===== src/rtl/pcs_pkg.sv =====
`timescale 1ns / 1ps
// Package for the PWM channel set-up engine: widths, clock constants,
// sequencer state type and divider status type. No dependencies.
package pcs_pkg;

	localparam int NUM_CHANNELS_DEF = 4;
	localparam int CH_W             = 2;
	localparam int FREQ_W           = 16;
	localparam int DUTY_W           = 14;
	localparam int REG_W            = 16;
	localparam int IMG_W            = 4;

	// Shared divider operand widths: 26 bit clock rate over 16 bit frequency
	localparam int DIVIDEND_W = 26;
	localparam int DIVISOR_W  = 16;

	// Pulse width scaling: the 14 x 16 bit product is divided by 10000 with a
	// reciprocal multiply, floor(x / 10000) = (x * RECIP_10K) >> RECIP_SHIFT,
	// exact for every product up to 10000 * 65535
	localparam int                PROD_W      = 30;
	localparam int                RECIP_SHIFT = 43;
	localparam logic [PROD_W-1:0] RECIP_10K   = PROD_W'(879609303);

	localparam logic [DIVIDEND_W-1:0] FAST_CLK_HZ  = DIVIDEND_W'(40000000);
	localparam logic [DIVIDEND_W-1:0] SLOW_CLK_HZ  = DIVIDEND_W'(40000000 / 64);
	localparam logic [FREQ_W-1:0]     SLOW_LIMIT   = FREQ_W'(700);
	localparam logic [DUTY_W-1:0]     DUTY_FULL    = DUTY_W'(10000);
	localparam logic [REG_W-1:0]      MAX16        = '1;

	// Request codes
	localparam logic REQ_SET_FREQ   = 1'b0;
	localparam logic REQ_SET_ENABLE = 1'b1;

	typedef enum logic [2:0] {
		ST_IDLE,
		ST_CHECK,
		ST_PER_DIV,
		ST_MUL,
		ST_SCALE,
		ST_DONE
	} state_t;

	typedef struct packed {
		logic busy;
		logic done;
	} div_stat_t;

endpackage


===== src/rtl/pcs_div.sv =====
`timescale 1ns / 1ps
// Radix-2 restoring divider, one quotient bit per cycle.
// Depends on pcs_pkg for div_stat_t.
module pcs_div #(
	parameter int DIVIDEND_W = pcs_pkg::DIVIDEND_W,
	parameter int DIVISOR_W  = pcs_pkg::DIVISOR_W
) (
	input  logic                  clk,
	input  logic                  arst_n,
	input  logic                  start,
	input  logic [DIVIDEND_W-1:0] dividend,
	input  logic [DIVISOR_W-1:0]  divisor,
	output logic [DIVIDEND_W-1:0] quotient,
	output pcs_pkg::div_stat_t    stat
);

	localparam int CNT_W = $clog2(DIVIDEND_W);

	logic                  busy_q;
	logic                  done_q;
	logic [CNT_W-1:0]      cnt_q;
	logic [DIVISOR_W-1:0]  dvs_q;
	logic [DIVISOR_W:0]    rem_q;
	logic [DIVIDEND_W-1:0] quo_q;

	logic [DIVISOR_W:0] rem_shift;
	logic [DIVISOR_W:0] diff;
	logic               fits;

	// One trial subtraction per cycle
	assign rem_shift = {rem_q[DIVISOR_W-1:0], quo_q[DIVIDEND_W-1]};
	assign diff      = rem_shift - {1'b0, dvs_q};
	assign fits      = rem_shift >= {1'b0, dvs_q};

	// Control: load on start, count down, pulse done
	always_ff @(posedge clk or negedge arst_n) begin
		if (!arst_n) begin
			busy_q <= 1'b0;
			done_q <= 1'b0;
			cnt_q  <= '0;
		end else begin
			done_q <= 1'b0;
			if (start) begin
				busy_q <= 1'b1;
				cnt_q  <= CNT_W'(DIVIDEND_W - 1);
			end else if (busy_q) begin
				if (cnt_q == '0) begin
					busy_q <= 1'b0;
					done_q <= 1'b1;
				end else begin
					cnt_q <= cnt_q - CNT_W'(1);
				end
			end
		end
	end

	// Datapath: dividend shifts out as quotient shifts in
	always_ff @(posedge clk) begin
		if (start) begin
			dvs_q <= divisor;
			rem_q <= '0;
			quo_q <= dividend;
		end else if (busy_q) begin
			rem_q <= fits ? diff : rem_shift;
			quo_q <= {quo_q[DIVIDEND_W-2:0], fits};
		end
	end

	assign quotient  = quo_q;
	assign stat.busy = busy_q;
	assign stat.done = done_q;

endmodule


===== src/rtl/pwm_channel_setup_core.sv =====
`timescale 1ns / 1ps
// PWM channel set-up engine: top level with request sequencer, channel
// register file and result register. Depends on pcs_pkg and pcs_div.
//
// Usage: one request channel (in_valid / in_stall) carries req_type, channel,
// frequency_hz, duty_centi_pct and enable_value; one result channel
// (out_valid / out_stall) returns the channel's register images. Every
// request gives exactly one result.
// Sequence: an enable request, an unchanged request, a zero frequency or an
// out-of-range channel goes from the check straight to the result. A
// recompute runs clock / frequency through the shared radix-2 divider,
// then forms duty * period and then the reciprocal scaling by 1/10000.
// Flow: one request at a time; in_stall is high from acceptance until the
// result is written to the output register.
// Stall: the output register holds its transaction while out_stall is high;
// a new request may be accepted meanwhile and waits finished until the
// output register frees.
// Reset: arst_n clears all channel registers (disabled, period and width 0,
// full clock) and the sequencer; no clearing pass is needed.
module pwm_channel_setup_core #(
	parameter int NUM_CHANNELS = pcs_pkg::NUM_CHANNELS_DEF
) (
	input  logic                       clk,
	input  logic                       arst_n,
	input  logic                       in_valid,
	output logic                       in_stall,
	input  logic                       req_type,
	input  logic [pcs_pkg::CH_W-1:0]   channel,
	input  logic [pcs_pkg::FREQ_W-1:0] frequency_hz,
	input  logic [pcs_pkg::DUTY_W-1:0] duty_centi_pct,
	input  logic                       enable_value,
	output logic                       out_valid,
	input  logic                       out_stall,
	output logic [pcs_pkg::CH_W-1:0]   channel_out,
	output logic                       updated,
	output logic [pcs_pkg::IMG_W-1:0]  enable_bits,
	output logic [pcs_pkg::IMG_W-1:0]  slow_clock_bits,
	output logic [pcs_pkg::REG_W-1:0]  period_value,
	output logic [pcs_pkg::REG_W-1:0]  pulse_width,
	output logic                       period_saturated
);

	localparam int CH_W   = pcs_pkg::CH_W;
	localparam int FREQ_W = pcs_pkg::FREQ_W;
	localparam int DUTY_W = pcs_pkg::DUTY_W;
	localparam int REG_W  = pcs_pkg::REG_W;
	localparam int IMG_W  = pcs_pkg::IMG_W;
	localparam int DVD_W  = pcs_pkg::DIVIDEND_W;
	localparam int DVS_W  = pcs_pkg::DIVISOR_W;
	localparam int PROD_W = pcs_pkg::PROD_W;

	pcs_pkg::state_t state_q, state_d;

	// Latched request
	logic              req_q;
	logic [CH_W-1:0]   ch_q;
	logic [FREQ_W-1:0] freq_q;
	logic [DUTY_W-1:0] duty_q;
	logic              en_val_q;
	logic              upd_q;
	logic              over_q;

	// Channel registers
	logic [NUM_CHANNELS-1:0] en_q;
	logic [NUM_CHANNELS-1:0] slow_q;
	logic [FREQ_W-1:0]       sfreq_q [NUM_CHANNELS];
	logic [DUTY_W-1:0]       sduty_q [NUM_CHANNELS];
	logic [REG_W-1:0]        per_q   [NUM_CHANNELS];
	logic [REG_W-1:0]        wid_q   [NUM_CHANNELS];

	// Result register
	logic out_valid_q;

	// Control strobes
	logic latch_in, wr_en_req, wr_saved, wr_zero, wr_slow;
	logic div_start, load_prod, wr_period, wr_width, load_out, set_upd;

	// Addressed channel view
	logic              ch_hit;
	logic              cur_en;
	logic [FREQ_W-1:0] cur_freq;
	logic [DUTY_W-1:0] cur_duty;
	logic [REG_W-1:0]  cur_per;
	logic [REG_W-1:0]  cur_wid;
	logic              is_change;
	logic              is_zero;

	logic [DUTY_W-1:0]   duty_clamped;
	logic [PROD_W-1:0]   prod_q;
	logic [2*PROD_W-1:0] scaled;
	logic [REG_W-1:0]    wid_quo;
	logic [DVD_W-1:0]    div_dvd;
	logic [DVS_W-1:0]    div_dvs;
	logic [DVD_W-1:0]    div_quo;
	logic [REG_W-1:0]    per_sat;
	logic                per_over;
	logic [REG_W-1:0]    wid_sat;
	pcs_pkg::div_stat_t  div_stat;

	assign duty_clamped = (duty_centi_pct > pcs_pkg::DUTY_FULL) ?
		pcs_pkg::DUTY_FULL : duty_centi_pct;

	// Read the addressed channel's registers
	always_comb begin
		cur_en   = 1'b0;
		cur_freq = '0;
		cur_duty = '0;
		cur_per  = '0;
		cur_wid  = '0;
		for (int i = 0; i < NUM_CHANNELS; i++) begin
			if (ch_q == CH_W'(i)) begin
				cur_en   = en_q[i];
				cur_freq = sfreq_q[i];
				cur_duty = sduty_q[i];
				cur_per  = per_q[i];
				cur_wid  = wid_q[i];
			end
		end
	end

	assign ch_hit    = int'(ch_q) < NUM_CHANNELS;
	assign is_change = (cur_freq != freq_q) || (cur_duty != duty_q) || !cur_en;
	assign is_zero   = (freq_q == '0);

	// Shared divider: clock / frequency
	assign div_dvd = (freq_q < pcs_pkg::SLOW_LIMIT) ? pcs_pkg::SLOW_CLK_HZ :
		pcs_pkg::FAST_CLK_HZ;
	assign div_dvs = DVS_W'(freq_q);

	pcs_div #(
		.DIVIDEND_W(DVD_W),
		.DIVISOR_W (DVS_W)
	) u_div (
		.clk     (clk),
		.arst_n  (arst_n),
		.start   (div_start),
		.dividend(div_dvd),
		.divisor (div_dvs),
		.quotient(div_quo),
		.stat    (div_stat)
	);

	// Saturate the period quotient to 16 bits
	assign per_over = (div_quo[DVD_W-1:REG_W] != '0);
	assign per_sat  = per_over ? pcs_pkg::MAX16 : div_quo[REG_W-1:0];

	// Scale duty * period by 1/10000, then add one and saturate
	assign scaled  = {{PROD_W{1'b0}}, prod_q} * {{PROD_W{1'b0}}, pcs_pkg::RECIP_10K};
	assign wid_quo = scaled[pcs_pkg::RECIP_SHIFT +: REG_W];
	assign wid_sat = (wid_quo == pcs_pkg::MAX16) ? pcs_pkg::MAX16 : (wid_quo + REG_W'(1));

	// Next state
	always_comb begin
		state_d = state_q;
		unique case (state_q)
			pcs_pkg::ST_IDLE: begin
				if (in_valid) state_d = pcs_pkg::ST_CHECK;
			end
			pcs_pkg::ST_CHECK: begin
				if (!ch_hit || req_q == pcs_pkg::REQ_SET_ENABLE || !is_change || is_zero)
					state_d = pcs_pkg::ST_DONE;
				else
					state_d = pcs_pkg::ST_PER_DIV;
			end
			pcs_pkg::ST_PER_DIV: begin
				if (div_stat.done) state_d = pcs_pkg::ST_MUL;
			end
			pcs_pkg::ST_MUL: begin
				state_d = pcs_pkg::ST_SCALE;
			end
			pcs_pkg::ST_SCALE: begin
				state_d = pcs_pkg::ST_DONE;
			end
			pcs_pkg::ST_DONE: begin
				if (!out_valid_q || !out_stall) state_d = pcs_pkg::ST_IDLE;
			end
			default: state_d = pcs_pkg::ST_IDLE;
		endcase
	end

	// Control strobes per state
	always_comb begin
		latch_in  = 1'b0;
		wr_en_req = 1'b0;
		wr_saved  = 1'b0;
		wr_zero   = 1'b0;
		wr_slow   = 1'b0;
		div_start = 1'b0;
		load_prod = 1'b0;
		wr_period = 1'b0;
		wr_width  = 1'b0;
		load_out  = 1'b0;
		set_upd   = 1'b0;
		unique case (state_q)
			pcs_pkg::ST_IDLE: begin
				latch_in = in_valid;
			end
			pcs_pkg::ST_CHECK: begin
				if (ch_hit) begin
					if (req_q == pcs_pkg::REQ_SET_ENABLE) begin
						wr_en_req = 1'b1;
						set_upd   = 1'b1;
					end else if (is_change) begin
						wr_saved = 1'b1;
						set_upd  = 1'b1;
						if (is_zero) begin
							wr_zero = 1'b1;
						end else begin
							wr_slow   = 1'b1;
							div_start = 1'b1;
						end
					end
				end
			end
			pcs_pkg::ST_PER_DIV: begin
				wr_period = div_stat.done;
			end
			pcs_pkg::ST_MUL: begin
				load_prod = 1'b1;
			end
			pcs_pkg::ST_SCALE: begin
				wr_width = 1'b1;
			end
			pcs_pkg::ST_DONE: begin
				load_out = !out_valid_q || !out_stall;
			end
			default: ;
		endcase
	end

	always_ff @(posedge clk or negedge arst_n) begin
		if (!arst_n) state_q <= pcs_pkg::ST_IDLE;
		else         state_q <= state_d;
	end

	// Hold the accepted transaction and its flags
	always_ff @(posedge clk) begin
		if (latch_in) begin
			req_q    <= req_type;
			ch_q     <= channel;
			freq_q   <= frequency_hz;
			duty_q   <= duty_clamped;
			en_val_q <= enable_value;
			upd_q    <= 1'b0;
			over_q   <= 1'b0;
		end else begin
			if (set_upd)   upd_q  <= 1'b1;
			if (wr_period) over_q <= per_over;
		end
	end

	// Form duty * period from the freshly written period
	always_ff @(posedge clk) begin
		if (load_prod) prod_q <= PROD_W'(duty_q) * PROD_W'(cur_per);
	end

	// Update the addressed channel's registers
	always_ff @(posedge clk or negedge arst_n) begin
		if (!arst_n) begin
			en_q   <= '0;
			slow_q <= '0;
			for (int i = 0; i < NUM_CHANNELS; i++) begin
				sfreq_q[i] <= '0;
				sduty_q[i] <= '0;
				per_q[i]   <= '0;
				wid_q[i]   <= '0;
			end
		end else begin
			for (int i = 0; i < NUM_CHANNELS; i++) begin
				if (ch_q == CH_W'(i)) begin
					if (wr_en_req) en_q[i] <= en_val_q;
					if (wr_saved) begin
						sfreq_q[i] <= freq_q;
						sduty_q[i] <= duty_q;
					end
					if (wr_zero) begin
						en_q[i]  <= 1'b0;
						per_q[i] <= '0;
						wid_q[i] <= REG_W'(1);
					end
					if (wr_slow) slow_q[i] <= (freq_q < pcs_pkg::SLOW_LIMIT);
					if (wr_period) begin
						per_q[i] <= per_sat;
						en_q[i]  <= 1'b1;
					end
					if (wr_width) wid_q[i] <= wid_sat;
				end
			end
		end
	end

	// Result register: load when free, drop when taken
	always_ff @(posedge clk or negedge arst_n) begin
		if (!arst_n)         out_valid_q <= 1'b0;
		else if (load_out)   out_valid_q <= 1'b1;
		else if (!out_stall) out_valid_q <= 1'b0;
	end

	always_ff @(posedge clk) begin
		if (load_out) begin
			channel_out      <= ch_q;
			updated          <= upd_q;
			enable_bits      <= IMG_W'(en_q);
			slow_clock_bits  <= IMG_W'(slow_q);
			period_value     <= cur_per;
			pulse_width      <= cur_wid;
			period_saturated <= over_q;
		end
	end

	assign out_valid = out_valid_q;
	assign in_stall  = (state_q != pcs_pkg::ST_IDLE);

	// Divider is never restarted while it runs
	a_div_start_idle: assert property (@(posedge clk) disable iff (!arst_n)
		div_start |-> !div_stat.busy)
		else $error("divider started while busy");

	// Divider completes only while the sequencer waits for it
	a_div_done_state: assert property (@(posedge clk) disable iff (!arst_n)
		div_stat.done |-> (state_q == pcs_pkg::ST_PER_DIV))
		else $error("divider done outside the divide state");

	// A saturated period shows as all ones
	a_sat_period: assert property (@(posedge clk) disable iff (!arst_n)
		(out_valid_q && period_saturated) |-> (period_value == pcs_pkg::MAX16))
		else $error("saturation flag without saturated period");

	// A freshly loaded result is presented in the next cycle
	a_load_valid: assert property (@(posedge clk) disable iff (!arst_n)
		load_out |=> out_valid_q)
		else $error("result loaded but not presented");

endmodule


===== config.mk =====
export PLATFORM = sky130hd
export DESIGN_NAME = pwm_channel_setup_core
export DESIGN_NICKNAME = d
export VERILOG_FILES = /design/src/rtl/pcs_pkg.sv /design/src/rtl/pcs_div.sv /design/src/rtl/pwm_channel_setup_core.sv
export SDC_FILE = /design/constraint.sdc
export NUM_CORES = 2
export LEC_CHECK = 0
export BUFFER_PORTS_ARGS = -buffer_cell sky130_fd_sc_hd__buf_2
export CAP_MARGIN = 20
export CORE_MARGIN = 2
export CORE_UTILIZATION = 50
export CTS_BUF_LIST = sky130_fd_sc_hd__clkbuf_4 sky130_fd_sc_hd__clkbuf_8 sky130_fd_sc_hd__clkbuf_16
export DETAILED_ROUTE_END_ITERATION = 6
export PLACE_DENSITY = 0.66
export REMOVE_ABC_BUFFERS = 1
export SKIP_LAST_GASP = 1
export SLEW_MARGIN = 10
export SYNTH_ARGS = -nofsm -noshare
export SYNTH_HDL_FRONTEND = slang
export SYNTH_HIERARCHICAL = 1
export SYNTH_SLANG_ARGS = --single-unit

===== constraint.sdc =====
create_clock -name clk -period 10.6 [get_ports clk]
set_clock_uncertainty 0.15 [all_clocks]
set_input_delay 2.12 -clock clk [delete_from_list [all_inputs] [get_ports clk]]
set_output_delay 2.12 -clock clk [all_outputs]
set_load 0.01 [all_outputs]

==> impl_metrics.tcl <==
set metrics [dict create \
    run_status "finished, final reports clean" \
    core_sq_um 83300 \
    grt_start_max_net_pins 164 \
    min_period_over_period_pct 90.5 \
    critPathKind "flop to flop" \
    globalplace.congestion 0.952 \
    first_pass_iters 5 \
    yosysWarnings 6 \
    instances_no_fill 4808 \
    start_util_pct 50.3 \
    avgViaCountPerCell 5.57 \
    area_growth_syn_to_layout_pct 7.84 \
    die_y_um 294 \
    fin_ws_ns 1.01 \
    placedCellCount 4719 \
    cp-startpoint "prod_q[7]" \
    reg2reg_to "wid_q[9]" \
    cts_tree "built" \
    worstHoldPathType "flop to flop" \
    drv_cap 0 \
    r2r_start "prod_q[7]" \
    crit_slowest_cell "edfxtp_1" \
    slew_violations 0 \
    cts_htree_levels 2 \
    die_area_sq_um 86200 \
    cts_buffer_depth 3 \
    syn_area_per_cell_sq_um 11.5 \
    io_pins 84 \
    worst_skew_pair.late_latency_ns 0.62 \
    end_kind "flop" \
    drive_above_1_share_pct 13.6 \
    hold_violations 0 \
    r2r_cells 27 \
    cp-start-kind "flop" \
    cts_root_buf "clkbuf_16" \
    grt_pass1_vias 28500 \
    drt_wl_total_mm 100 \
    vias 26800 \
    gr-total-overflow 0 \
    critPathMaxFanout 12 \
    fmax_mhz 104 \
    worst_pin_slew_ns 1.09 \
    nFillCells 7160 \
    syn_area_sq_um 41900 \
    clkSinkCount 435 \
    final_net_count 4733 \
    dp_hpwl_mm 78.6 \
    die_w_um 294 \
    period_minus_slack_ns 9.59 \
    crit_top_cell "fa_1" \
    io_buffers 83 \
    drtIter0Drc 1744 \
    drc 0 \
    hold_ws_ns 0.306 \
    pre_cts_ws_ns 1.01 \
    cts_resized 0 \
    finalSetupViolations 0 \
    clkTransAtPathRegs_ns 0.06 \
    wl_per_cell_um 20.9 \
    rrSetupSlack_ns 1.01 \
    relSlewSlack_pct 27.5 \
    ctsHoldBuffers 0 \
    grt_usage_pct 24.2 \
    cp-endpoint "wid_q[9]" \
    required_ns 10.95 \
    numCtsBuffers 47 \
    rsz0062_at_grt "no" \
    slowest_delay_ns 0.73 \
    diodes 0 \
    syn_inst 3645 \
    postCtsSetupBuffers 0 \
    antenna_found_initial 0 \
    cp.arrival_ns 9.94 \
    grt_pass1_wl_mm 162 \
    tns_ns 0 \
    std_cell_rows 106 \
    final_antenna_net_count 0 \
]
## metal layers
metal	GRT usage, %	routed length, um	up-vias
met5	0	0	-
met4	6.52	2900	0
met1	34.3	45100	13800
li1	-	-	12200
met3	2.98	4790	146
met2	39.5	47600	664
## critical path: cells and delay by family (launching register included)
kind | cells | cell delay [ns]
buffers and inverters | 2 | 0.12
muxes | 1 | 0.14
and+or+nand+nor | 9 | 2.77
xor gates and xnor gates | 1 | 0.20
DFF | 1 | 0.73
AOI/OAI and AO/OA | 4 | 1.12
adders and majority gates | 10 | 4.28
## layout make-up
class                   instances  area [sq um]  area share [%]
well taps                    1080          1350            2.99
clock inverters                19           293           0.648
inverters                     593          2230            4.92
repair buffers                102           587            1.30
clock buffers                  69          1450            3.20
multi-input cells            2510         27800            61.4
flip-flops and latches        435         11500            25.5
## registers in the layout, summed over array words and instances (netlist names), 2 cells and up
register	count
per_q	64
sfreq_q	64
wid_q	64
sduty_q	56
prod_q	30
u_div/quotient	26
div_dvs	16
period_value	16
pulse_width	16
u_div/dvs_q	16
u_div/rem_q	16
duty_q	14
u_div/cnt_q	5
en_q	4
enable_bits	4
slow_clock_bits	4
slow_q	4
state_q	3
ch_q	2
channel_out	2
## layout by cell type (no fill, tap or decap), types with 9 or more instances in the layout
master,n
clkbuf_16,49
and3_1,17
buf_4,15
nand2b_1,25
dfxtp_1,18
o21a_1,24
inv_1,592
fa_1,540
ha_1,466
and2_1,109
conb_1,12
mux2_2,215
xor2_1,39
nor3_1,25
edfxtp_1,150
nand4_1,24
o21ai_0,75
nor2b_1,16
o21bai_1,16
nand3_1,33
a21o_1,37
a211oi_1,14
a21oi_1,106
mux2i_1,13
mux4_2,63
clkbuf_8,11
o21ai_1,30
clkbuf_4,9
dfrtp_1,267
a31oi_1,14
nor4_1,14
nand2_1,279
o31ai_1,13
a22o_1,27
nor2_1,80
xnor2_1,77
buf_2,83
## metrics by stage
stage / utilization [%] / instance area (sq um)
2_1_floorplan: - / 41500
3_3_place_gp: 52.2 / 43500
3_5_place_dp: 52.2 / 43500
4_1_cts: 54.3 / 45200
5_1_grt: 54.3 / 45200
6_report: 54.3 / 45200
## worst min-delay path by stage
stage,start,endpoint,slack (ns),cells past startpoint
2_1_floorplan,over_q,period_saturated,0.26,0
3_3_place_gp,upd_q,updated,0.26,0
3_5_place_dp,upd_q,updated,0.29,0
4_1_cts,upd_q,updated,0.30,0
5_1_grt,slow_q[3],slow_clock_bits[3],0.31,0
6_report,upd_q,updated,0.31,0
Power is left out: the tool's default activity adds up to more than one toggle a clock period on the data nets, which glitch-free logic cannot reach.
